## src/sv/asfd_pkg.sv

```systemverilog
`timescale 1ns / 1ps
// shared constants, types and codes for the audio sample fifo down-converter
package asfd_pkg;

	// depth must be a power of two; pointers carry one extra wrap bit
	localparam int FIFO_DEPTH = 1024;
	localparam int ADDR_W     = $clog2(FIFO_DEPTH);
	localparam int PTR_W      = ADDR_W + 1;

	localparam int SAMPLE_W = 16;
	localparam int LEVEL_W  = 6;
	localparam int FILL_W   = 11;
	localparam int SUM_W    = SAMPLE_W + 1;
	localparam int CODE_W   = SUM_W - 9;

	localparam logic [LEVEL_W-1:0] LEVEL_MID = LEVEL_W'(32);
	localparam logic signed [CODE_W-1:0] CODE_MIN = -CODE_W'(32);
	localparam logic signed [CODE_W-1:0] CODE_MAX = CODE_W'(31);
	localparam logic signed [CODE_W-1:0] CODE_OFS = CODE_W'(32);

	localparam logic ACT_PUSH = 1'b0;
	localparam logic ACT_TICK = 1'b1;

	// one classified item as it waits between front and back
	typedef struct packed {
		logic               action;
		logic [LEVEL_W-1:0] level;
		logic               last;
	} item_t;

	// queue head as seen by the back end
	typedef struct packed {
		logic  valid;
		item_t item;
	} qhead_t;

endpackage

```

## src/sv/asfd_queue.sv

```systemverilog
`timescale 1ns / 1ps
// two-entry queue between front and back end
module asfd_queue import asfd_pkg::*; (
	input  logic   clk,
	input  logic   arst_n,
	input  logic   push,
	input  item_t  item,
	input  logic   pop,
	output logic   full,
	output qhead_t head
);

	item_t      slot_q [2];
	logic       wr_q;
	logic       rd_q;
	logic [1:0] count_q;

	always_ff @(posedge clk) begin
		if (push) begin
			slot_q[wr_q] <= item;
		end
	end

	always_ff @(posedge clk or negedge arst_n) begin
		if (!arst_n) begin
			wr_q    <= 1'b0;
			rd_q    <= 1'b0;
			count_q <= 2'd0;
		end else begin
			if (push) begin
				wr_q <= !wr_q;
			end
			if (pop) begin
				rd_q <= !rd_q;
			end
			count_q <= count_q + 2'(push) - 2'(pop);
		end
	end

	assign full       = count_q[1];
	assign head.valid = (count_q != 2'd0);
	assign head.item  = slot_q[rd_q];

endmodule

```

## config.mk

```make
export PLATFORM = sky130hd
export DESIGN_NAME = asfd_queue
export DESIGN_NICKNAME = d
export VERILOG_FILES = /design/src/sv/asfd_pkg.sv /design/src/sv/asfd_queue.sv
export SDC_FILE = /design/constraint.sdc
export NUM_CORES = 1
export LEC_CHECK = 0
export ABC_AREA = 1
export BUFFER_PORTS_ARGS = -buffer_cell sky130_fd_sc_hd__buf_2
export CAP_MARGIN = 20
export CELL_PAD_IN_SITES_DETAIL_PLACEMENT = 0
export CELL_PAD_IN_SITES_GLOBAL_PLACEMENT = 2
export CORE_ASPECT_RATIO = 0.6
export CORE_MARGIN = 10
export CORE_UTILIZATION = 34
export DETAILED_ROUTE_END_ITERATION = 12
export GPL_ROUTABILITY_DRIVEN = 0
export PLACE_DENSITY = 0.77
export SLEW_MARGIN = 20
export SYNTH_ARGS = -nofsm -noshare
export SYNTH_HDL_FRONTEND = slang
export SYNTH_SLANG_ARGS = --single-unit
```

## constraint.sdc

```tcl
create_clock -name clk -period 2.3 [get_ports clk]
set_clock_uncertainty 0.2 [all_clocks]
set_input_delay 0.575 -clock clk [delete_from_list [all_inputs] [get_ports clk]]
set_output_delay 0.575 -clock clk [all_outputs]
set_load 0.02 [all_outputs]
```

; ---- After elaboration in Yosys (flattened, before gate mapping)
; Memories as Yosys holds them, arrays and structs flattened.
; Cells that the tools add are included.
[totals]
romBits = 0
input_bits = 12
out_inout_bits = 10
mem_bits_rw = 16
latchBits = 0
mem_count = 1
reg_bits = 4
[op_classes]
bitwise = 0
add_sub_neg = 2
n_eq_ne = 0
n_div = 0
n_mux = 2
n_lt_le_gt_ge = 0
reduce_logical = 3
n_shift = 0
mul = 0
[memory_table]
columns = name, words, width, rd, rd_clocked_by_memory_dff, write_ports, line_no
row1 = slot_q, 2, 8, 1, 0, 1, asfd_queue.sv:13  ; item_t slot_q [2];
[op_table]
columns = cell, count
row1 = 2-bit by 1-bit adder with 2-bit output, 1
row2 = 1-bit logical NOT, 2
row3 = 1-bit two-way mux, 2
row4 = 2-bit nonzero test, 1
row5 = 2-bit by 1-bit subtractor with 2-bit output, 1

; ---- Depth between registers and ports, before layout
; Gate-level depths: netlist of run 1.
[logic_depth]
word_depth = 2
mapped_depth = 7
mapped_depth_nobuf = 7

; ---- Least setup slack after synthesis of run 1
; Ideal clock, no wire load.
[synth_path]
path_type = register -> output
start = register rd_q
end = output head[0] in the netlist's numbering
path_buffers = 1
slack_ns = 0.544
stages_incl_launch_ff = 3
t_required_ns = 1.525
arrival_time_ns = 0.981
cell_sequence = dfrtp_1 > buf_6 > o21ai_0
[synth_rtl]
columns = element, line_no
row1 = from (decl), asfd_queue.sv:15  ; logic rd_q;
row2 = from (signal assigned), asfd_queue.sv:34  ; rd_q <= !rd_q;
row3 = to (decl), asfd_queue.sv:10  ; output qhead_t head

==> results.md, run 1 <==
- Pins Over Slew Limit: 0
- Syn Area/Cell: 12.5 um2
- Fmax: ~0.47 GHz
- P per Cell Area: 1290 mW/mm2
- Clk root buf: clkbuf_8
- CTS buffer count: 3
- Core Box Area: roughly 0.0022 mm2
- WL/cell: 11.4 um
- Die H: 58.2 um
- H-Tree Depth: 1
- Drt via density: 4.03
- Post-CTS setup buffers: 0
- Pleak: slightly below 0.5 nW
- Mapped Area: 827 um2
- Crit path kind: reg2out
- DP Wirelength: 1.09 mm
- WP data arrival: 1.35 ns
- Worst hold path class: in2reg
- Final worst-path cycle share: 92.3%
- Startpoint type of the worst setup path: flop
- Commonest cells after routing, fill and taps aside: buf_2, edfxtp_1, inv_1, nand2_1, o21ai_0
- Worst Path Max Fanout: 17
- CP Data Required Time: 1.52 ns
- Tightest Pin Transition: approximately 0.55 ns
- Synthesized instance count: 66
- Clk_lat worst skew: roughly 0.25 ns
- I/O pin total: 22
- Distinct cells, synth: 12
- Commonest non-fill, non-tap cell in the layout: buf_2
- DR iter-0 viols: 10
- RSZ-0062 raised after global routing: false
- Pin count of the biggest net entering global routing: 18
- Vias post-DR: 488
- Area growth from synthesis to layout: 24.2%
- Vias in the first global route: 488
- Port Buffers: 21
- DRC violations left: 0
- Setup_tns: 0 ns
- Routed wire length: 1.38 mm
- Die Wd: 83.7 um
- Hold Vio Cnt, Final: 0
- Register area share after synthesis: 70.2%
- DIE AREA: 0.00487 mm2
- Maximum VDD drop: roughly 480 uV
- Clock net sink count: 20
- Layout Nets: 106
- Yosys warnings: 0
- CP Capture Type: primary output
- Maxcap violations: 0
- Outcome: finished, final reports clean
- Antenna diodes: 0
- CTS Buffer Depth: 2
- Flops & latches, synth: 20
- Setup violators final: 0
- Register clock-pin slew on the reported worst setup and hold paths: 0.07 ns
- TritonRoute pass-1 iters: 4
- Gr usage total: 5.69%
- Row count: 13
- Mapped Nets: 80
- Fin crit period: 2.12 ns
- Worst hold slack: 0.303 ns
- CTS tree: yes
- Initial antenna violation count: 0
- First-pass GRT wire length: 2.12 mm
- Share of cells above drive strength 1: roughly a third
- Initial Utilization: 36.8%
- Grt total ovfl: 0
- Worst rel slew slack: 63.6%
- Antenna-violating nets left: 0
-- layout make-up --
class	count	area (um2)
sequential	20	581
inverter	15	56.3
clock buffer	3	41.3
multi-input combinational	29	159
timing repair buffer	23	123
fill	211	1220
clock inverter	1	30.0
tap	30	37.5
-- logic make-up after synthesis --
group                      count (synthesis)  synth area share, %
and+or+nand+nor                           17                 7.87
AOI/OAI and AO/OA                          8                 6.20
xor gates and xnor gates                   2                 2.12
adders and majority gates                  2                 3.03
buffers and inverters                     17                 10.6
DFF                                       20                 70.2
-- report_power, final --
part | internal [mW] | switching (mW) | total [mW] | leakage [nW]
clock | 0.232 | 0.111 | 0.343 | 0.0357
sequential | 0.491 | 0.0716 | 0.563 | 0.197
combinational | 0.146 | 0.270 | 0.416 | 0.250
-- through the flow --
stage	cells	area (um2)	setup WS, ns	utilization [%]	total power, mW
CTS	121	1030	0.157	45.8	1.34
global route	121	1030	0.0565	45.8	1.41
floorplan	66	827	0.544	-	0.896
finish	121	1030	0.176	45.8	1.32
global placement	116	946	0.466	42.1	0.989
detailed placement	116	946	0.441	42.1	0.999
-- worst paths after layout --
kind | startpoint | to | slack [ns] | cells past startpoint
min in group asynchronous | arst_n | count_q[0] | 0.44 | 2
setup reg to reg | wr_q | slot_q[0][1] | 0.95 | 2
hold / removal | item[4] | slot_q[1][4] | 0.30 | 1
setup / recovery | rd_q | head[2] | 0.18 | 2
hold reg to reg | wr_q | wr_q | 0.30 | 1
max in group asynchronous | arst_n | rd_q | 1.34 | 2
-- cells in the mapped netlist --
master	n	share of area [%]
inv_1	15	6.8
nor2_1	1	0.45
dfrtp_1	4	12
buf_12	1	2.4
nand2_1	15	6.8
xor2_1	2	2.1
nand3_1	1	0.60
o21ai_2	3	3.2
o21ai_0	5	3.0
buf_6	1	1.4
ha_1	2	3.0
edfxtp_1	16	58
-- routing by layer --
layer / vias up / GRT usage (%) / share of wire, % / wire [um]
met3: 2 / 2.65 / 6.2 / 86
li1: 258 / - / - / -
met1: 214 / 5.98 / 43 / 596
met5: - / 0 / 0 / 0
met4: 0 / 4.28 / 2.5 / 34
met2: 14 / 8.92 / 48 / 663
-- critical path: stages, from the launching register on --
cell,delay [ns]
dfrtp_1,0.69
o21ai_0,0.21
buf_2,0.20
-- timing repair --
| item | in CTS | in global routing |
|---|---|---|
| endpoints found under the hold margin | 4 | 0 |
| hold buffers | 1 | 0 |
| resized for setup | 0 | 0 |
-- sequential cells by signal, indices dropped and copies added, names as in the netlist --
register and flops:
slot_q 16, wr_q 1, count_q 2, rd_q 1
Power figures use the tool's default switching activity.
==> run 2: changes to the inputs <==
BUFFER_PORTS_ARGS = -buffer_cell sky130_fd_sc_hd__buf_4   (was -buffer_cell sky130_fd_sc_hd__buf_2)
SETUP_SLACK_MARGIN = 0.05   (was default)
==> run 2 against run 1 <==
Global-route usage increased by 0.56 points. Hold slack lost 0.013 ns. Fmax increased by 1.0%. Clock power hardly changed. Via count down 0.61%. Setup slack improved by 0.021 ns. Final cell count up 0.83%. Sequential power about the same. Critical path depth stayed put. Sequential share of layout area decreased by 3.1 points. Largest cell class unchanged. Largest power group unchanged.
==> results.md, run 2 (same netlist as run 1, synthesis figures left out) <==
- Hold Vio Cnt, Final: 0 (unchanged)
- PnR worst setup slack: 0.197 ns (was 0.176 ns)
- Multi-input gate area in the final layout: 159 um2 (unchanged)
- Final core area utilization: 48.4% (was 45.8%)
- Area growth from synthesis to layout: 31.5% (was 24.2%)
- Commonest cells after routing, fill and taps aside: buf_4, edfxtp_1, inv_1, nand2_1, o21ai_0 (was buf_2, edfxtp_1, inv_1, nand2_1, o21ai_0)
- WL/cell: 11.8 um (was 11.4 um)
- CP startpoint: rd_q (unchanged)
- Vias in the first global route: 497 (was 488)
- Hold_sp: wr_q (was item[4])
- Pin count of the biggest net entering global routing: 18 (unchanged)
- Hold buffers post-CTS: 1 (unchanged)
- I/O pin total: 22 (unchanged)
- Vias post-DR: 485 (was 488)
- Tightest Pin Transition: 0.536 ns (was 0.546 ns)
- Crit path kind: reg2out (unchanged)
- Largest register FFs: 16 (unchanged)
- Core Box Area: 0.00224 mm2 (unchanged)
- Post-cts resize count: 0 (unchanged)
- Pleak: 0.506 nW (was 0.483 nW)
- Row count: 13 (unchanged)
- Initial antenna violation count: 0 (unchanged)
- Clk root buf: clkbuf_8 (unchanged)
- DIE AREA: 0.00487 mm2 (unchanged)
- Placement Setup Slack: 0.451 ns (was 0.441 ns)
- Worst rel slew slack: 64.3% (was 63.6%)
- Most flops, register: slot_q (unchanged)
- Share of cells above drive strength 1: 32.6% (was 31.9%)
- Clock net sink count: 20 (unchanged)
- CP max stage delay: 0.68 ns (was 0.69 ns)
- P per Cell Area: 1280 mW/mm2 (was 1290 mW/mm2)
- H-Tree Depth: 1 (unchanged)
- Routed wire length: 1.44 mm (was 1.38 mm)
- First-pass GRT wire length: 2.33 mm (was 2.12 mm)
- CP Data Required Time: 1.52 ns (about the same)
- Maximum VDD drop: 564 uV (was 475 uV)
- Worst hold path class: reg2reg (was in2reg)
- Busiest layer in global routing: met2 (unchanged)
- Final worst-path cycle share: 91.4% (was 92.3%)
- Worst Path Max Fanout: 17 (unchanged)
- Sw Ratio: 33.1% (was 34.2%)
- Commonest non-fill, non-tap cell in the layout: buf_4 (was buf_2)
- RSZ-0062 raised after global routing: false (unchanged)
- Die H: 58.2 um (unchanged)
- CTS Buffer Depth: 2 (unchanged)
- Fmax: 0.476 GHz (was 0.471 GHz)
- Power, Total: 1.39 mW (was 1.32 mW)
- Clk_lat worst skew: 0.25 ns (about the same)
- Fin crit period: 2.10 ns (was 2.12 ns)
- Switch Pwr: 0.460 mW (was 0.452 mW)
- Biggest regs: slot_q: 16 flops, count_q: 2 flops (unchanged)
- CTS buffer count: 3 (unchanged)
- Gr usage total: 6.25% (was 5.69%)
- Pins Over Slew Limit: 0 (unchanged)
- Layout Nets: 107 (was 106)
- CP Capture Type: primary output (unchanged)
- Setup_tns: 0 ns (unchanged)
- Drt via density: 3.98 (was 4.03)
- Clk pwr share: 24.8% (was 25.9%)
- Reg power frac: 40.3% (was 42.6%)
- CTS tree: yes (unchanged)
- Maxcap violations: 0 (unchanged)
- Startpoint type of the worst setup path: flop (unchanged)
- GRT met3 Usage: 2.37% (was 2.65%)
- Grt total ovfl: 0 (unchanged)
- TritonRoute pass-1 iters: 3 (was 4)
- Die Wd: 83.7 um (unchanged)
- # fillers: 212 (was 211)
- Initial Utilization: 36.8% (unchanged)
- Critical Path Slowest Stage Cell: dfrtp_1 (unchanged)
- R2r startpoint: count_q[0] (was wr_q)
- Post-CTS setup buffers: 0 (unchanged)
- Antenna-violating nets left: 0 (unchanged)
- GR Layer Usage met2: 9.03% (was 8.92%)
- DP Wirelength: 1.14 mm (was 1.09 mm)
- DRC violations left: 0 (unchanged)
- Antenna diodes: 0 (unchanged)
- Port Buffers: 21 (unchanged)
- Routing usage on met1: 7.34% (was 5.98%)
- Setup violators final: 0 (unchanged)
- Cells along the critical path: o21ai_0, buf_4 (was o21ai_0, buf_2)
- WP data arrival: 1.33 ns (was 1.35 ns)
- DR iter-0 viols: 27 (was 10)
- Internal power: 0.930 mW (was 0.869 mW)
- Sequential Area: 581 um2 (unchanged)
- Register clock-pin slew on the reported worst setup and hold paths: 0.07 ns (about the same)
- Combinational share of power: 34.9% (was 31.5%)
- Outcome: finished, final reports clean (unchanged)
## run 2: cell count changes in the layout (fill, tap and decap cells not counted), sizes merged
| cell | before | now |
|---|---|---|
| buf | 22 | 23 |
## run 2: final timing paths
check | to | slack (ns) | cells past startpoint
setup / recovery | head[2] | 0.20 | 2
hold / removal | wr_q | 0.29 | 1
setup reg to reg | count_q[1] | 0.96 | 7
hold reg to reg | wr_q | 0.29 | 1
max in group asynchronous | rd_q | 1.34 | 2
min in group asynchronous | count_q[1] | 0.46 | 2
## run 2: cell type report
| class | count | share of cell area, % |
|---|---|---|
| flip-flops and latches | 20 | 53.4 |
| clock inverters | 1 | 2.76 |
| repair buffers | 24 | 16.8 |
| well taps | 30 | 3.45 |
| multi-input cells | 29 | 14.6 |
| clock buffers | 3 | 3.80 |
| inverters | 15 | 5.18 |
## run 2: critical path: cells and delay by family (launching register included)
| kind | cells | cell delay (ns) |
|---|---|---|
| flip-flops | 1 | 0.68 |
| AO/OA/AOI/OAI | 1 | 0.20 |
| buffers and inverters | 1 | 0.19 |
## run 2: per-stage QoR
step	hold WS, ns	instances	instance area (um2)
after floorplan	0.0794	66	827
after detailed placement	0.176	117	1010
after global placement	0.176	117	1010
after CTS	0.291	122	1090
final	0.290	122	1090
after global routing	0.288	122	1090
## run 2: metal layers
metal,up-vias,wire length (um)
li1,262,-
met1,206,682
met2,15,664
met3,2,61
met4,0,34
met5,-,0
## run 2: power by group through the flow
stage	Clock, mW	Sequential, mW	Combinational (mW)
global route	0.371	0.576	0.531
global placement	0	0.570	0.488
floorplan	0	0.537	0.360
CTS	0.355	0.564	0.499
detailed placement	0	0.573	0.495
finish	0.344	0.561	0.485
