===== src/sv/asfd_pkg.sv =====
`timescale 1ns / 1ps
// shared constants, types and codes for the audio sample fifo down-converter
package asfd_pkg;

	// depth must be a power of two; pointers carry one extra wrap bit
	localparam int FIFO_DEPTH = 1024;
	localparam int ADDR_W     = $clog2(FIFO_DEPTH);
	localparam int PTR_W      = ADDR_W + 1;

	localparam int SAMPLE_W = 16;
	localparam int LEVEL_W  = 6;
	localparam int FILL_W   = 11;
	localparam int SUM_W    = SAMPLE_W + 1;
	localparam int CODE_W   = SUM_W - 9;

	localparam logic [LEVEL_W-1:0] LEVEL_MID = LEVEL_W'(32);
	localparam logic signed [CODE_W-1:0] CODE_MIN = -CODE_W'(32);
	localparam logic signed [CODE_W-1:0] CODE_MAX = CODE_W'(31);
	localparam logic signed [CODE_W-1:0] CODE_OFS = CODE_W'(32);

	localparam logic ACT_PUSH = 1'b0;
	localparam logic ACT_TICK = 1'b1;

	// one classified item as it waits between front and back
	typedef struct packed {
		logic               action;
		logic [LEVEL_W-1:0] level;
		logic               last;
	} item_t;

	// queue head as seen by the back end
	typedef struct packed {
		logic  valid;
		item_t item;
	} qhead_t;

endpackage


===== src/sv/asfd_front.sv =====
`timescale 1ns / 1ps
// front end: takes commands, holds the mode register, converts samples to levels
module asfd_front import asfd_pkg::*; (
	input  logic                       clk,
	input  logic                       arst_n,
	input  logic                       start,
	input  logic                       q_full,
	input  logic                       action,
	input  logic signed [SAMPLE_W-1:0] left_sample,
	input  logic signed [SAMPLE_W-1:0] right_sample,
	input  logic                       last_in_batch,
	input  logic                       cfg_we,
	input  logic                       cfg_wdata,
	output logic                       busy,
	output logic                       push,
	output item_t                      item
);

	logic                     stereo_q;
	logic signed [SUM_W-1:0]  sum;
	logic signed [CODE_W-1:0] code;
	logic signed [CODE_W-1:0] clamped;

	always_ff @(posedge clk or negedge arst_n) begin
		if (!arst_n) begin
			stereo_q <= 1'b0;
		end else if (cfg_we) begin
			stereo_q <= cfg_wdata;
		end
	end

	// mono shift by 8 is the doubled sample shifted by 9
	always_comb begin
		if (stereo_q) begin
			sum = SUM_W'(left_sample) + SUM_W'(right_sample);
		end else begin
			sum = {left_sample, 1'b0};
		end
		code = sum[SUM_W-1:9];
		if (code < CODE_MIN) begin
			clamped = CODE_MIN;
		end else if (code > CODE_MAX) begin
			clamped = CODE_MAX;
		end else begin
			clamped = code;
		end
	end

	assign busy        = q_full;
	assign push        = start && !q_full;
	assign item.action = action;
	assign item.level  = LEVEL_W'(clamped + CODE_OFS);
	assign item.last   = last_in_batch;

endmodule


===== config.mk =====
export PLATFORM = sky130hd
export DESIGN_NAME = asfd_front
export DESIGN_NICKNAME = d
export VERILOG_FILES = /design/src/sv/asfd_pkg.sv /design/src/sv/asfd_front.sv
export SDC_FILE = /design/constraint.sdc
export NUM_CORES = 1
export LEC_CHECK = 0
export BUFFER_PORTS_ARGS = -buffer_cell sky130_fd_sc_hd__buf_2
export CORE_ASPECT_RATIO = 0.8
export CORE_MARGIN = 5
export CORE_UTILIZATION = 39
export CTS_BUF_LIST = sky130_fd_sc_hd__clkbuf_16
export DETAILED_ROUTE_END_ITERATION = 10
export GPL_ROUTABILITY_DRIVEN = 0
export MAX_ROUTING_LAYER = met4
export PLACE_DENSITY = 0.76
export SLEW_MARGIN = 20
export SYNTH_ARGS = -nofsm -noshare
export SYNTH_HDL_FRONTEND = slang
export SYNTH_SLANG_ARGS = --single-unit

===== constraint.sdc =====
create_clock -name clk -period 5 [get_ports clk]
set_input_delay 0.25 -clock clk [delete_from_list [all_inputs] [get_ports clk]]
set_output_delay 0.25 -clock clk [all_outputs]
set_load 0.01 [all_outputs]

; Word-level counts from Yosys, hierarchy flattened
; Cells that the tools add are included.
[word_totals]
wordCells = 10
in_bits = 40
regBits = 1
[op_classes]
muxes = 3
reduce_logical = 2
n_addsub = 2
magnitude_cmp = 2
[op_table]
columns = operator, count
row1 = $add A16 B16 Y17, 1
row2 = $mux W17, 1
row3 = $mux W6, 2
row4 = $gt A8 B6 Y1 const B, 1
row5 = $lt A8 B6 Y1 const B, 1
row6 = $add A6 B6 Y6 const B, 1
row7 = $logic_and A1 B1 Y1, 1
row8 = $logic_not A1 Y1, 1

; Logic depth before layout (Yosys ltp)
; Gate-level depths: netlist of the first run.
[depth]
word_depth = 6
mapped_depth = 8
mapped_depth_nobuf = 8

; Worst setup path after synthesis of the first run
; No wires, ideal clock.
[synth_path]
path_kind = input to output
startpoint = input port left_sample[11]
endpoint = output port item[1] in the netlist's numbering
stages = 8
slack_ns = 2.886
required_ns = 4.750
arrival_time_ns = 1.864
n_path_buf = 0
cell_sequence = ha_1 > a21oi_1 > o21ai_1 > a211oi_2 > nor2_1 > o311ai_4 > a21oi_2 > o21ai_1
[synth_rtl]
columns = element, line
row1 = "start, declared", asfd_front.sv:9  ; input logic signed [SAMPLE_W-1:0] left_sample,
row2 = "end, declared", asfd_front.sv:16  ; output item_t item

==> summary by stage, run 1 <==
Yosys
The post-synthesis async set-or-reset flop share is 100%. The post-synthesis compound-gate area fraction is 38.8%. Counting every net in the synthesized netlist gives 167. Of the total synthesized cell area, the portion taken by XOR and XNOR cells is 4.25%.

The flop and latch count out of synthesis is 1. A synthesized cell averages 7.36 um^2. Summed over all instances, the cell type with the most area after synthesis is ha_1.

After synthesis, the share of cell area in mux cells is 6.07%. The most frequently used cell type in the post-synthesis netlist is ha_1. Yosys attributes the largest share of cell area to ha_1, a21oi_1, mux2i_1. The top cell type by area accounts for 22.8% of the synthesized area.

The number of different library cells used by synthesis comes to 36. After synthesis, flip-flops and latches occupy 3.03% of the total area. The dominant combinational cell family by area after synthesis is compound AO/OA/AOI/OAI gates.

Among all flip-flop cells after synthesis, the most frequent one is dfrtp_1. The number of warnings issued by yosys is 0. The number of enable flip-flop cells after synthesis is 0. The fraction of the mapped netlist area in adder cells is 22.8%.

After synthesis, the most frequently instantiated cells are ha_1, a21oi_1, nand2_1. After technology mapping, the gate count stands at 112. The cell area that synthesis handed to floorplanning was 825 um^2. The area share of and/or/nand/nor cells after synthesis is 18.7%.

GRT
After global routing, the most crowded layer is met2. The total grt overflow is 0. The routing usage on met2 is 22.7%. The initial antenna violation count was 0. The pin count of the biggest net entering global routing is 16.

The met1 track demand over resource in global routing is 20.7%. The first global-routing pass estimated 3540 um of wire. The via count of the first global-routing pass is 882. Across every metal layer, demand over resource in global routing totals 14.0%. The met3 usage is 0%.

Routing
For this block, the routed nets add up to 2250 um of wire. In the final routed layout, each cell accounts on average for 12.7 um. The detailed router placed 1019 vias in this run.

After detailed routing, the number of remaining DRC violations is 0. For this block, the initial DRC count from the detailed router was 34. The count of nets left with antenna violations after detail routing is 0.

Before antenna repair, the detailed router went through 4 iterations. Using the TritonRoute via totals, the vias-per-cell ratio works out to 5.76.

Final layout
The final core utilization is 54.2%. The largest registers in the layout are stereo_q: 1 flops. The flip-flop count of the largest register, all copies and words added came to 1. stereo_q holds more flip-flops than any other register. The layout net count is 210. The repair_antennas step left the layout with diodes totalling 0.

The fraction of final layout cells with drive strength greater than 1 is 32.7%. The growth of design area from synthesis to finish is 27.8%.

Power
Power spread over the standard cell area amounts to 138 mW/mm^2. The internal power contribution is 0.0000694 W. The power spent charging and discharging nets is 0.0000756 W. Per report_power, the clock group accounts for 0% of the total.

The part of the power in combinational logic is 91.4%. The share of total power dissipated in sequential elements is 8.6%. The worst supply voltage drop on vdd is 0.0814 mV. After layout, the design draws a total of 0.000145 W.

The switching portion of total power is 52.1%. The static leakage is 0.511 nW.

Worst setup path
The cell depth of the worst setup path is 10. The highest-delay cell along the critical path is ha_1. Walking the worst path, the cells encountered are buf_2, ha_1, nand2_1, o211ai_1, a21oi_1, nor2_1, o311ai_4, o21ai_1, o21ai_1, buf_2. The length in cells of the worst reg-to-reg path is 2. In this design, the largest share of critical-path delay is due to compound AO/OA/AOI/OAI gates. The endpoint identified for the worst register-to-register timing path is stereo_q.

The critical path startpoint is left_sample[11]. The largest fanout on the critical path is 7. The worst setup path is captured at a primary output. The category of the critical setup timing path is in2out. The arrival time of data at the critical path endpoint is 2240 ps.

The worst setup path is launched from an input port. In this run the register-to-register setup slack is 3850 ps. The source of the worst register-to-register timing path is stereo_q. In this run the worst setup path terminates at item[5]. For the worst setup path, the data required time is 4750 ps. The count of buffering cells on the critical path with inverters included is 2.

The largest single stage delay on the critical path is 400 ps.

CTS
The clock insertion delay at the later pin of the skew report is 0 ps. The number of setup buffers added after CTS is 0. The hold buffer count at cts is 0.

Clock-pin slew was measured on the worst setup and hold paths at 0 ps. The number of instances resized during post-cts repair is 0.

Placement
Timing analysis after detailed placement gives a worst setup slack of 2520 ps. In this run the tool buffered the top-level ports with 45 buffer cells. The HPWL after detailed placement is 2030 um.

Floorplan
After floorplanning, the core was divided into 14 placement rows. The die is 61.4 um wide. The vertical die dimension is 51.1 um. The I/O pin total is 50.

The initial utilization of the core area, before any placement, comes to 42.4%. The die area is 0.00314 mm^2. After floorplanning, the core was sized to cover 0.00194 mm^2.

STA
Headroom to the max-slew limit came out at 63.7%. Setup repair after global routing left no endpoint under its margin. The smallest clock period supported by the final layout is computed as 2490 ps. The period utilization is 49.7%. The number of hold-slack violations in the final timing report is 0. For the pin with the worst max-slew slack, the measured transition is 545 ps. The total negative slack is 0 ps. Once routing completed, OpenROAD measured the worst setup slack at 2510 ps. Setup violations remaining at the end of the flow were counted as 0. The final clock skew is 0 ps. The max-slew violation total from the final report is 0.

Based on the critical path, the design can be clocked at up to 402 MHz.

Worst hold path
The path class of the lowest-slack min-delay path is in2async.

Status
The run finished with clean final reports.

Flow run
The reported max-cap violation count is 0.
## worst min-delay path by stage
| stage | end | slack [ps] | cells after the start |
|---|---|---|---|
| floorplan | stereo_q | -50 | 0 |
| global placement | stereo_q | 20 | 1 |
| detailed placement | stereo_q | 30 | 1 |
| CTS | stereo_q | 30 | 1 |
| global route | stereo_q | 30 | 1 |
| finish | stereo_q | 30 | 1 |
## power by group through the flow
| stage | registers [W] | logic [W] | clock network, W |
|---|---|---|---|
| finish | 0.0000125 | 0.000132 | 0 |
| global route | 0.0000127 | 0.000148 | 0 |
| CTS | 0.0000125 | 0.000132 | 0 |
| detailed placement | 0.0000124 | 0.000132 | 0 |
| global placement | 0.0000123 | 0.000129 | 0 |
| floorplan | 0.00000974 | 0.0000932 | 0 |
## placed cells by master, fill, tap and decap left out, types with 3 or more instances in the layout
cell / synthesis / routed
ha_1: 15 / 15
buf_2: 0 / 45
o211ai_1: 3 / 3
mux2i_1: 5 / 5
o21ai_1: 8 / 8
nor2_1: 4 / 4
a21oi_1: 12 / 12
o21bai_1: 3 / 3
o21ai_0: 8 / 8
nand4_1: 4 / 4
nand2_1: 9 / 9
inv_1: 7 / 7
## metal layers
metal  wire length [um]  vias up
li1                   -      524
met1                972      455
met2               1040       40
met3                234        0
met4                  0        0
met5                  0        -
## stage by stage
stage,std cells,cell area (um^2),hold WS (ps)
2_1_floorplan,112,825,-45.6
3_3_place_gp,177,1050,24.0
3_5_place_dp,177,1050,27.3
4_1_cts,177,1050,27.6
5_1_grt,177,1050,30.4
6_report,177,1050,26.3
## cells by family (layout without fill, tap and decap cells)
family | Yosys count | in the layout
xor+xnor | 4 | 4
mux | 5 | 5
compound gates | 47 | 47
flops | 1 | 1
fa+ha+maj | 15 | 15
simple gates | 29 | 29
buf+inv | 11 | 52
## worst reg2reg max path, stage by stage (launching register included)
cell	delay [ps]
dfrtp_1	660
inv_1	200
o21ai_0	200
## cell type report
type | count | area (um^2)
fillers | 175 | 891
inverters | 7 | 26.3
well taps | 24 | 30.0
flip-flops and latches | 1 | 25.0
multi-input cells | 100 | 747
repair buffers | 45 | 225
Power figures use the tool's default switching activity.
==> run 2: changes to the inputs <==
--- a/config.mk
+++ b/config.mk
@@ -5,6 +5,7 @@
 export SDC_FILE = /design/constraint.sdc
 export NUM_CORES = 1
 export LEC_CHECK = 0
+export ABC_AREA = 1
 export BUFFER_PORTS_ARGS = -buffer_cell sky130_fd_sc_hd__buf_2
 export CORE_ASPECT_RATIO = 0.8
 export CORE_MARGIN = 5
@@ -13,7 +14,7 @@
 export DETAILED_ROUTE_END_ITERATION = 10
 export GPL_ROUTABILITY_DRIVEN = 0
 export MAX_ROUTING_LAYER = met4
-export PLACE_DENSITY = 0.76
+export PLACE_DENSITY = 0.73
 export SLEW_MARGIN = 20
 export SYNTH_ARGS = -nofsm -noshare
 export SYNTH_HDL_FRONTEND = slang
==> constraint.sdc (replaced) <==
create_clock -name clk -period 2.2 [get_ports clk]
set_input_delay 0.11 -clock clk [delete_from_list [all_inputs] [get_ports clk]]
set_output_delay 0.11 -clock clk [all_outputs]
set_load 0.01 [all_outputs]
==> summary by stage, run 2 <==
STA
The highest clock frequency the design can meet is 517 MHz. The max-slew violation total from the final report is 0 (unchanged). The number of failing setup endpoints in the final timing report came to 0 (unchanged). The worst-case headroom to the max-slew limit is 71.4% (was 63.7%).

RSZ-0062 raised after global routing: false (unchanged). The period utilization is 88.0%. The total negative slack came to 0 ps (unchanged). The slew at the pin closest to its max-slew limit is 429 ps (was 545 ps).

The worst slack on hold paths is 220 ps (was 26.3 ps). The final clock skew is 0 ps (unchanged). The time the worst path needs with I/O delays and setup is 1940 ps. The number of hold-slack violations in the final timing report is 0 (unchanged).

Floorplan
The cell row count is 17 (was 14). The die extent in x was 70.7 um (was 61.4 um). The total core area is 0.00279 mm^2 (was 0.00194 mm^2).

The die area is 0.00414 mm^2 (was 0.00314 mm^2). The I/O pin total is 50 (unchanged). The initial standard-cell utilization of the core is 41.2% (was 42.4%). The vertical die dimension is 58.5 um (was 51.1 um).

Worst setup path
The termination of the worst setup path is item[4] (was item[5]). The length in cells of the worst reg-to-reg path was 2 (unchanged). The sort of element at the start of the critical path was an input port (unchanged). The largest fanout on the critical path was 5 (was 7). The cell depth of the worst setup path is 15 (was 10). The cell family with the largest share of critical-path delay is simple AND/OR/NAND/NOR gates (was compound AO/OA/AOI/OAI gates). The arrival time of data at the critical path endpoint is 1830 ps (was 2240 ps). Cells along the critical path: buf_2, ha_1, a21oi_1, nand2_1, a21oi_1, nand2_1, nand2_1, nand3_1, nand2_1, nand2_1, nand2_4, nand2_1, nand2_1, inv_1, buf_2 (was buf_2, ha_1, nand2_1, o211ai_1, a21oi_1, nor2_1, o311ai_4, o21ai_1, o21ai_1, buf_2). The category of the critical setup timing path is in2out (unchanged). The highest-delay cell along the critical path is ha_1 (unchanged). The peak per-stage delay on the critical path came to 360 ps (was 400 ps). The source of the worst register-to-register timing path is stereo_q (unchanged). The critical register-to-register path endpoint is stereo_q (unchanged). The endpoint type of the worst setup path was a primary output (unchanged).

The cell type with the highest occurrence count on the critical path is nand2_1. The critical path startpoint is left_sample[10] (was left_sample[11]). The reg-to-reg setup timing slack is 1160 ps (was 3850 ps). The worst endpoint required time is 2090 ps (was 4750 ps). The count of buffering cells on the critical path with inverters included is 3 (was 2).

Yosys
The proportion of synthesized chip area in sequential cells was 2.18% (was 3.03%). The number of warnings issued by yosys is 0 (unchanged). The proportion of netlist area held by the largest area contributor is 31.0% (was 22.8%).

Ranking of synthesized cells by area: nand2_1, ha_1, inv_1 (was ha_1, a21oi_1, mux2i_1). The gate count of the mapped netlist came to 229 (was 112). The number of distinct library cell variants in the gate-level netlist after synthesis is 23 (was 36). Most frequent cells after synthesis: nand2_1, inv_1, nand3_1 (was ha_1, a21oi_1, nand2_1). The flop and latch count out of synthesis is 1 (unchanged). The post-synthesis async set-or-reset flop share was 100% (unchanged). The number of enable flip-flop cells after synthesis is 0 (unchanged).

The cell taking the most area after synthesis is nand2_1 (was ha_1). The most frequently used cell type in the post-synthesis netlist is nand2_1 (was ha_1). The netlist area before placement is 0.00115 mm^2 (was 825 um^2).

The synthesized netlist net count is 284 (was 167). The dominant register cell in the synthesized netlist is dfrtp_1 (unchanged). The mean cell area of the mapped netlist is 5.02 um^2 (was 7.36 um^2).

Routing
The initial DRC count is 66 (was 34). The DRC violation count after routing was 0 (unchanged). The mean routed wirelength per cell is 9.73 um (was 12.7 um). The total detailed-routing wirelength was 3010 um (was 2250 um). The mean number of vias per cell is 4.44 (was 5.76). The total iterations of the first detailed-routing run is 4 (unchanged). The routed via count came to 1372 (was 1019). The count of nets left with antenna violations after detail routing is 0 (unchanged).

Power
The power per cell area is 289 mW/mm^2 (was 138 mW/mm^2). The static leakage was 0.961 nW (was 0.511 nW). The worst supply voltage drop on vdd is 0.122 mV (was 0.0814 mV).

CTS
The count of buffers added by post-CTS timing repair for setup was 0 (unchanged). The hold buffer count at cts is 1 (was 0). The number of instances resized during post-cts repair came to 0 (unchanged).

The clock insertion delay at the later pin of the skew report is 0 ps (about the same).

Final layout
The most common cell after layout, fill and taps aside is nand2_1 (was buf_2). Leading cell types in the layout, fill and taps excluded: nand2_1, inv_1, buf_2 (was buf_2, ha_1, a21oi_1). The fill cell instance count of the final layout is 314 (was 175).

The layout net count was 328 (was 210). The flip-flop count of the largest register, all copies and words added is 1 (unchanged). Biggest registers after layout: stereo_q: 1 flops (unchanged). The total non-filler cell area in the finished layout is 0.00141 mm^2 (was 0.00105 mm^2).

The antenna cell count is 0 (unchanged). The growth of design area from synthesis to finish is 22.3% (was 27.8%). The fraction of final layout cells with drive strength greater than 1 is 23.2% (was 32.7%). The register with the highest flop count is stereo_q (unchanged).

GRT
The total grt overflow is 0 (unchanged). The global-route total usage across every layer is 15.2% (was 14.0%). The pin count of the biggest net entering global routing is 15 (was 16). The global-route wire length before repair was 5200 um (was 3540 um). The via count of the first global-routing pass is 1265 (was 882).

The initial antenna violation count is 0 (unchanged).

Flow run
The reported max-cap violation count was 0 (unchanged).

Worst hold path
The path class of the lowest-slack min-delay path is in2out (was in2async).

Status
Run status: finished, final reports clean (unchanged).

Placement
The cell area after placement came to 0.00140 mm^2 (was 0.00105 mm^2). The half-perimeter wire length after placement came to 2730 um (was 2030 um). The number of I/O port buffers came to 45 (unchanged).
run 2: changes by cell type after synthesis, sizes merged, moves of 5 or more:
cell,delta
o21ai,-13
nand3,+17
inv,+41
nor2,+10
mux2i,-5
or2,+5
nand2,+93
run 2: power breakdown:
part / leakage, nW / internal [W] / switching, W
registers: 0.0121 / 0.0000203 / 0.00000643
clock network: 0 / 0 / 0
logic: 0.949 / 0.000154 / 0.000225
total: 0.961 / 0.000174 / 0.000232
run 2: logic make-up (layout without fill, tap and decap cells):
kind of cell | count (synthesis) | count (layout) | share of synthesized area [%]
buf+inv | 52 | 94 | 18.0
fa+ha+maj | 15 | 15 | 16.3
flops | 1 | 1 | 2.18
compound gates | 18 | 18 | 8.82
simple gates | 143 | 143 | 54.7
run 2: metrics by stage:
step / utilization [%] / std cells / total power [W] / setup WS (ps)
global placement: 50.1 / 308 / 0.000401 / 324
floorplan: - / 229 / 0.000297 / 662
detailed placement: 50.1 / 308 / 0.000403 / 305
global route: 50.4 / 309 / 0.000469 / 79.8
CTS: 50.4 / 309 / 0.000406 / 299
finish: 50.4 / 309 / 0.000406 / 264
run 2: how the worst min path moves through the flow:
stage	cells past startpoint	to	startpoint
detailed placement	1	stereo_q	arst_n
floorplan	0	stereo_q	arst_n
global placement	1	stereo_q	arst_n
finish	0	item[0]	last_in_batch
global route	0	item[0]	last_in_batch
CTS	0	item[7]	action
run 2: area by class of cell:
cell class	instances	area, um^2	area share (%)
Multi-Input combinational cell	176	917	65.3
Timing Repair Buffer	46	235	16.7
Inverter	48	180	12.8
Tap cell	38	47.5	3.38
Sequential cell	1	25.0	1.78
run 2: per-layer routing:
| layer | vias up | global-route usage, % | routed length [um] |
|---|---|---|---|
| met4 | 0 | 0 | 0 |
| met3 | 0 | 0.341 | 172 |
| met5 | - | - | 0 |
| met2 | 34 | 26.0 | 1350 |
| li1 | 782 | - | - |
| met1 | 556 | 21.5 | 1480 |
==> run 3: changes to the inputs <==
--- a/config.mk
+++ b/config.mk
@@ -6,7 +6,7 @@
 export NUM_CORES = 1
 export LEC_CHECK = 0
 export ABC_AREA = 1
-export BUFFER_PORTS_ARGS = -buffer_cell sky130_fd_sc_hd__buf_2
+export BUFFER_PORTS_ARGS = -buffer_cell sky130_fd_sc_hd__buf_4
 export CORE_ASPECT_RATIO = 0.8
 export CORE_MARGIN = 5
 export CORE_UTILIZATION = 39
@@ -15,6 +15,7 @@
 export GPL_ROUTABILITY_DRIVEN = 0
 export MAX_ROUTING_LAYER = met4
 export PLACE_DENSITY = 0.73
+export REMOVE_ABC_BUFFERS = 1
 export SLEW_MARGIN = 20
 export SYNTH_ARGS = -nofsm -noshare
 export SYNTH_HDL_FRONTEND = slang
==> summary by stage, run 3 (synthesized netlist as in run 2, its figures left out) <==
Worst setup path
The peak per-stage delay on the critical path is 370 ps (was 360 ps). The count of buffering cells on the critical path with inverters included is 4 (was 3). The sort of element at the start of the critical path was an input port (unchanged). The cell family with the largest share of critical-path delay is simple AND/OR/NAND/NOR gates (unchanged). The source of the worst register-to-register timing path was stereo_q (unchanged). The largest fanout on the critical path was 5 (unchanged). The highest-delay cell along the critical path was ha_1 (unchanged).

The worst endpoint required time was 2090 ps (about the same). The category of the critical setup timing path was in2out (unchanged). The arrival time of data at the critical path endpoint came to 1790 ps (was 1830 ps).

The cell type with the highest occurrence count on the critical path is nand2_1 (unchanged). The endpoint type of the worst setup path is a primary output (unchanged). The reg-to-reg setup timing slack is 1170 ps (was 1160 ps). Cells along the critical path: buf_4, ha_1, nand2_1, inv_1, nand2_1, nand2_1, a21oi_1, nand2_1, nand2_1, nand3_1, nand2_1, nand2_1, nand2_4, nand2_1, nand2_1, inv_1, buf_4 (was buf_2, ha_1, a21oi_1, nand2_1, a21oi_1, nand2_1, nand2_1, nand3_1, nand2_1, nand2_1, nand2_4, nand2_1, nand2_1, inv_1, buf_2). The length in cells of the worst reg-to-reg path is 2 (unchanged). The critical register-to-register path endpoint is stereo_q (unchanged).

STA
The worst-case headroom to the max-slew limit is 72.6% (was 71.4%). RSZ-0062 raised after global routing: false (unchanged). The period utilization came to 86.3% (was 88.0%). The total negative slack was 0 ps (unchanged). The final clock skew is 0 ps (unchanged). The time the worst path needs with I/O delays and setup is 1900 ps (was 1940 ps). The max-slew violation total from the final report is 0 (unchanged). The slew at the pin closest to its max-slew limit came to 411 ps (was 429 ps). The number of hold-slack violations in the final timing report is 0 (unchanged).

The highest clock frequency the design can meet is 526 MHz (was 517 MHz). The number of failing setup endpoints in the final timing report is 0 (unchanged).

Routing
The DRC violation count after routing is 0 (unchanged). The total detailed-routing wirelength came to 3000 um (was 3010 um). The wire length on met3 is 120 um (was 172 um). The mean routed wirelength per cell was 9.72 um (was 9.73 um). The count of nets left with antenna violations after detail routing is 0 (unchanged). The met2 wire length is 1350 um (about the same).

The highest metal layer with signal wires is met3 (unchanged). The mean number of vias per cell is 4.43 (was 4.44). The routed metal-1 wire length is 1540 um (was 1480 um).

The routed via count came to 1368 (was 1372). The total iterations of the first detailed-routing run is 4 (unchanged). The initial DRC count is 40 (was 66).

CTS
The count of buffers added by post-CTS timing repair for setup is 0 (unchanged). The clock insertion delay at the later pin of the skew report is 0 ps (about the same). The number of instances resized during post-cts repair is 0 (unchanged).

The hold buffer count at cts is 1 (unchanged).

Final layout
The most common cell after layout, fill and taps aside is nand2_1 (unchanged). The flip-flop count of the largest register, all copies and words added is 1 (unchanged). The antenna cell count is 0 (unchanged). The fill cell instance count of the final layout is 310 (was 314). The final core utilization is 54.5% (was 50.4%). The register with the highest flop count is stereo_q (unchanged). The total non-filler cell area in the finished layout is 0.00152 mm^2 (was 0.00141 mm^2).

The growth of design area from synthesis to finish is 32.1% (was 22.3%). The fraction of final layout cells with drive strength greater than 1 is 23.2% (unchanged). Leading cell types in the layout, fill and taps excluded: nand2_1, inv_1, buf_4 (was nand2_1, inv_1, buf_2).

The final cell count without fillers came to 309 (unchanged). Biggest registers after layout: stereo_q: 1 flops (unchanged). The layout net count is 328 (unchanged).

Worst hold path
The hold path startpoint was action (was last_in_batch). The path class of the lowest-slack min-delay path is in2out (unchanged). The end point of the most critical hold path is item[7] (was item[0]). The number of cells traversed by the worst hold path came to 0 (unchanged).

Power
The part of the power in combinational logic was 94.0% (was 93.4%). The worst supply voltage drop on vdd is 0.136 mV (was 0.122 mV). The power per cell area came to 289 mW/mm^2 (about the same). The switching portion of total power is 52.9% (was 57.1%). The power spent charging and discharging nets is 0.000232 W (about the same). The static leakage is 0.999 nW (was 0.961 nW). The total power is 0.000438 W (was 0.000406 W).

The register share of total power came to 6.0% (was 6.6%). The clock group share of total power is 0% (about the same). The internal power contribution is 0.000206 W (was 0.000174 W).

Floorplan
The total core area was 0.00279 mm^2 (unchanged). The I/O pin total is 50 (unchanged). The die extent in x is 70.7 um (unchanged).

The cell row count is 17 (unchanged). The initial standard-cell utilization of the core is 41.2% (unchanged). The vertical die dimension is 58.5 um (unchanged). The die area is 0.00414 mm^2 (unchanged).

Placement
The number of cells after detailed placement is 308 (unchanged). The cell area after placement came to 0.00151 mm^2 (was 0.00140 mm^2). The number of I/O port buffers is 45 (unchanged). The half-perimeter wire length after placement is 2750 um (was 2730 um).

GRT
The global-route total usage across every layer came to 14.9% (was 15.2%). The pin count of the biggest net entering global routing is 15 (unchanged). The via count of the first global-routing pass was 1245 (was 1265). The initial antenna violation count is 0 (unchanged). The global-route wire length before repair was 5110 um (was 5200 um).

The total grt overflow is 0 (unchanged).

Flow run
The reported max-cap violation count was 0 (unchanged).

Status
Run status: finished, final reports clean (unchanged).
-- run 3: cell counts in the layout (fill, tap and decap cells not counted) --
Identical to the previous run, type by type.
-- run 3: layout make-up --
class	count	area [um^2]	area share, %
inverter	48	180	11.9
multi-input combinational	176	917	60.4
sequential	1	25.0	1.65
tap	38	47.5	3.13
timing repair buffer	46	348	22.9
-- run 3: how the worst max path moves through the flow --
stage | to | start | cells past startpoint
global route | item[4] | left_sample[9] | 17
detailed placement | item[2] | left_sample[10] | 17
floorplan | item[1] | left_sample[11] | 16
CTS | item[3] | left_sample[10] | 17
finish | item[3] | left_sample[10] | 17
global placement | item[3] | left_sample[10] | 15
-- run 3: power by group through the flow --
stage | logic, W | registers, W | clock network (W)
after detailed placement | 0.000410 | 0.0000267 | 0
after floorplan | 0.000266 | 0.0000245 | 0
after global routing | 0.000470 | 0.0000275 | 0
after global placement | 0.000409 | 0.0000266 | 0
final | 0.000411 | 0.0000265 | 0
after CTS | 0.000413 | 0.0000266 | 0
-- run 3: layer usage --
metal / GRT usage, % / up-vias
li1: - / 782
met1: 21.1 / 569
met2: 25.2 / 17
met3: 0.512 / 0
met4: 0.268 / 0
met5: - / -
-- run 3: metrics by stage --
stage               setup slack [ps]  hold WS (ps)
floorplan                        662          -186
global placement                 323          -115
global route                    61.6           220
CTS                              308           220
finish                           300           220
detailed placement               307          -114
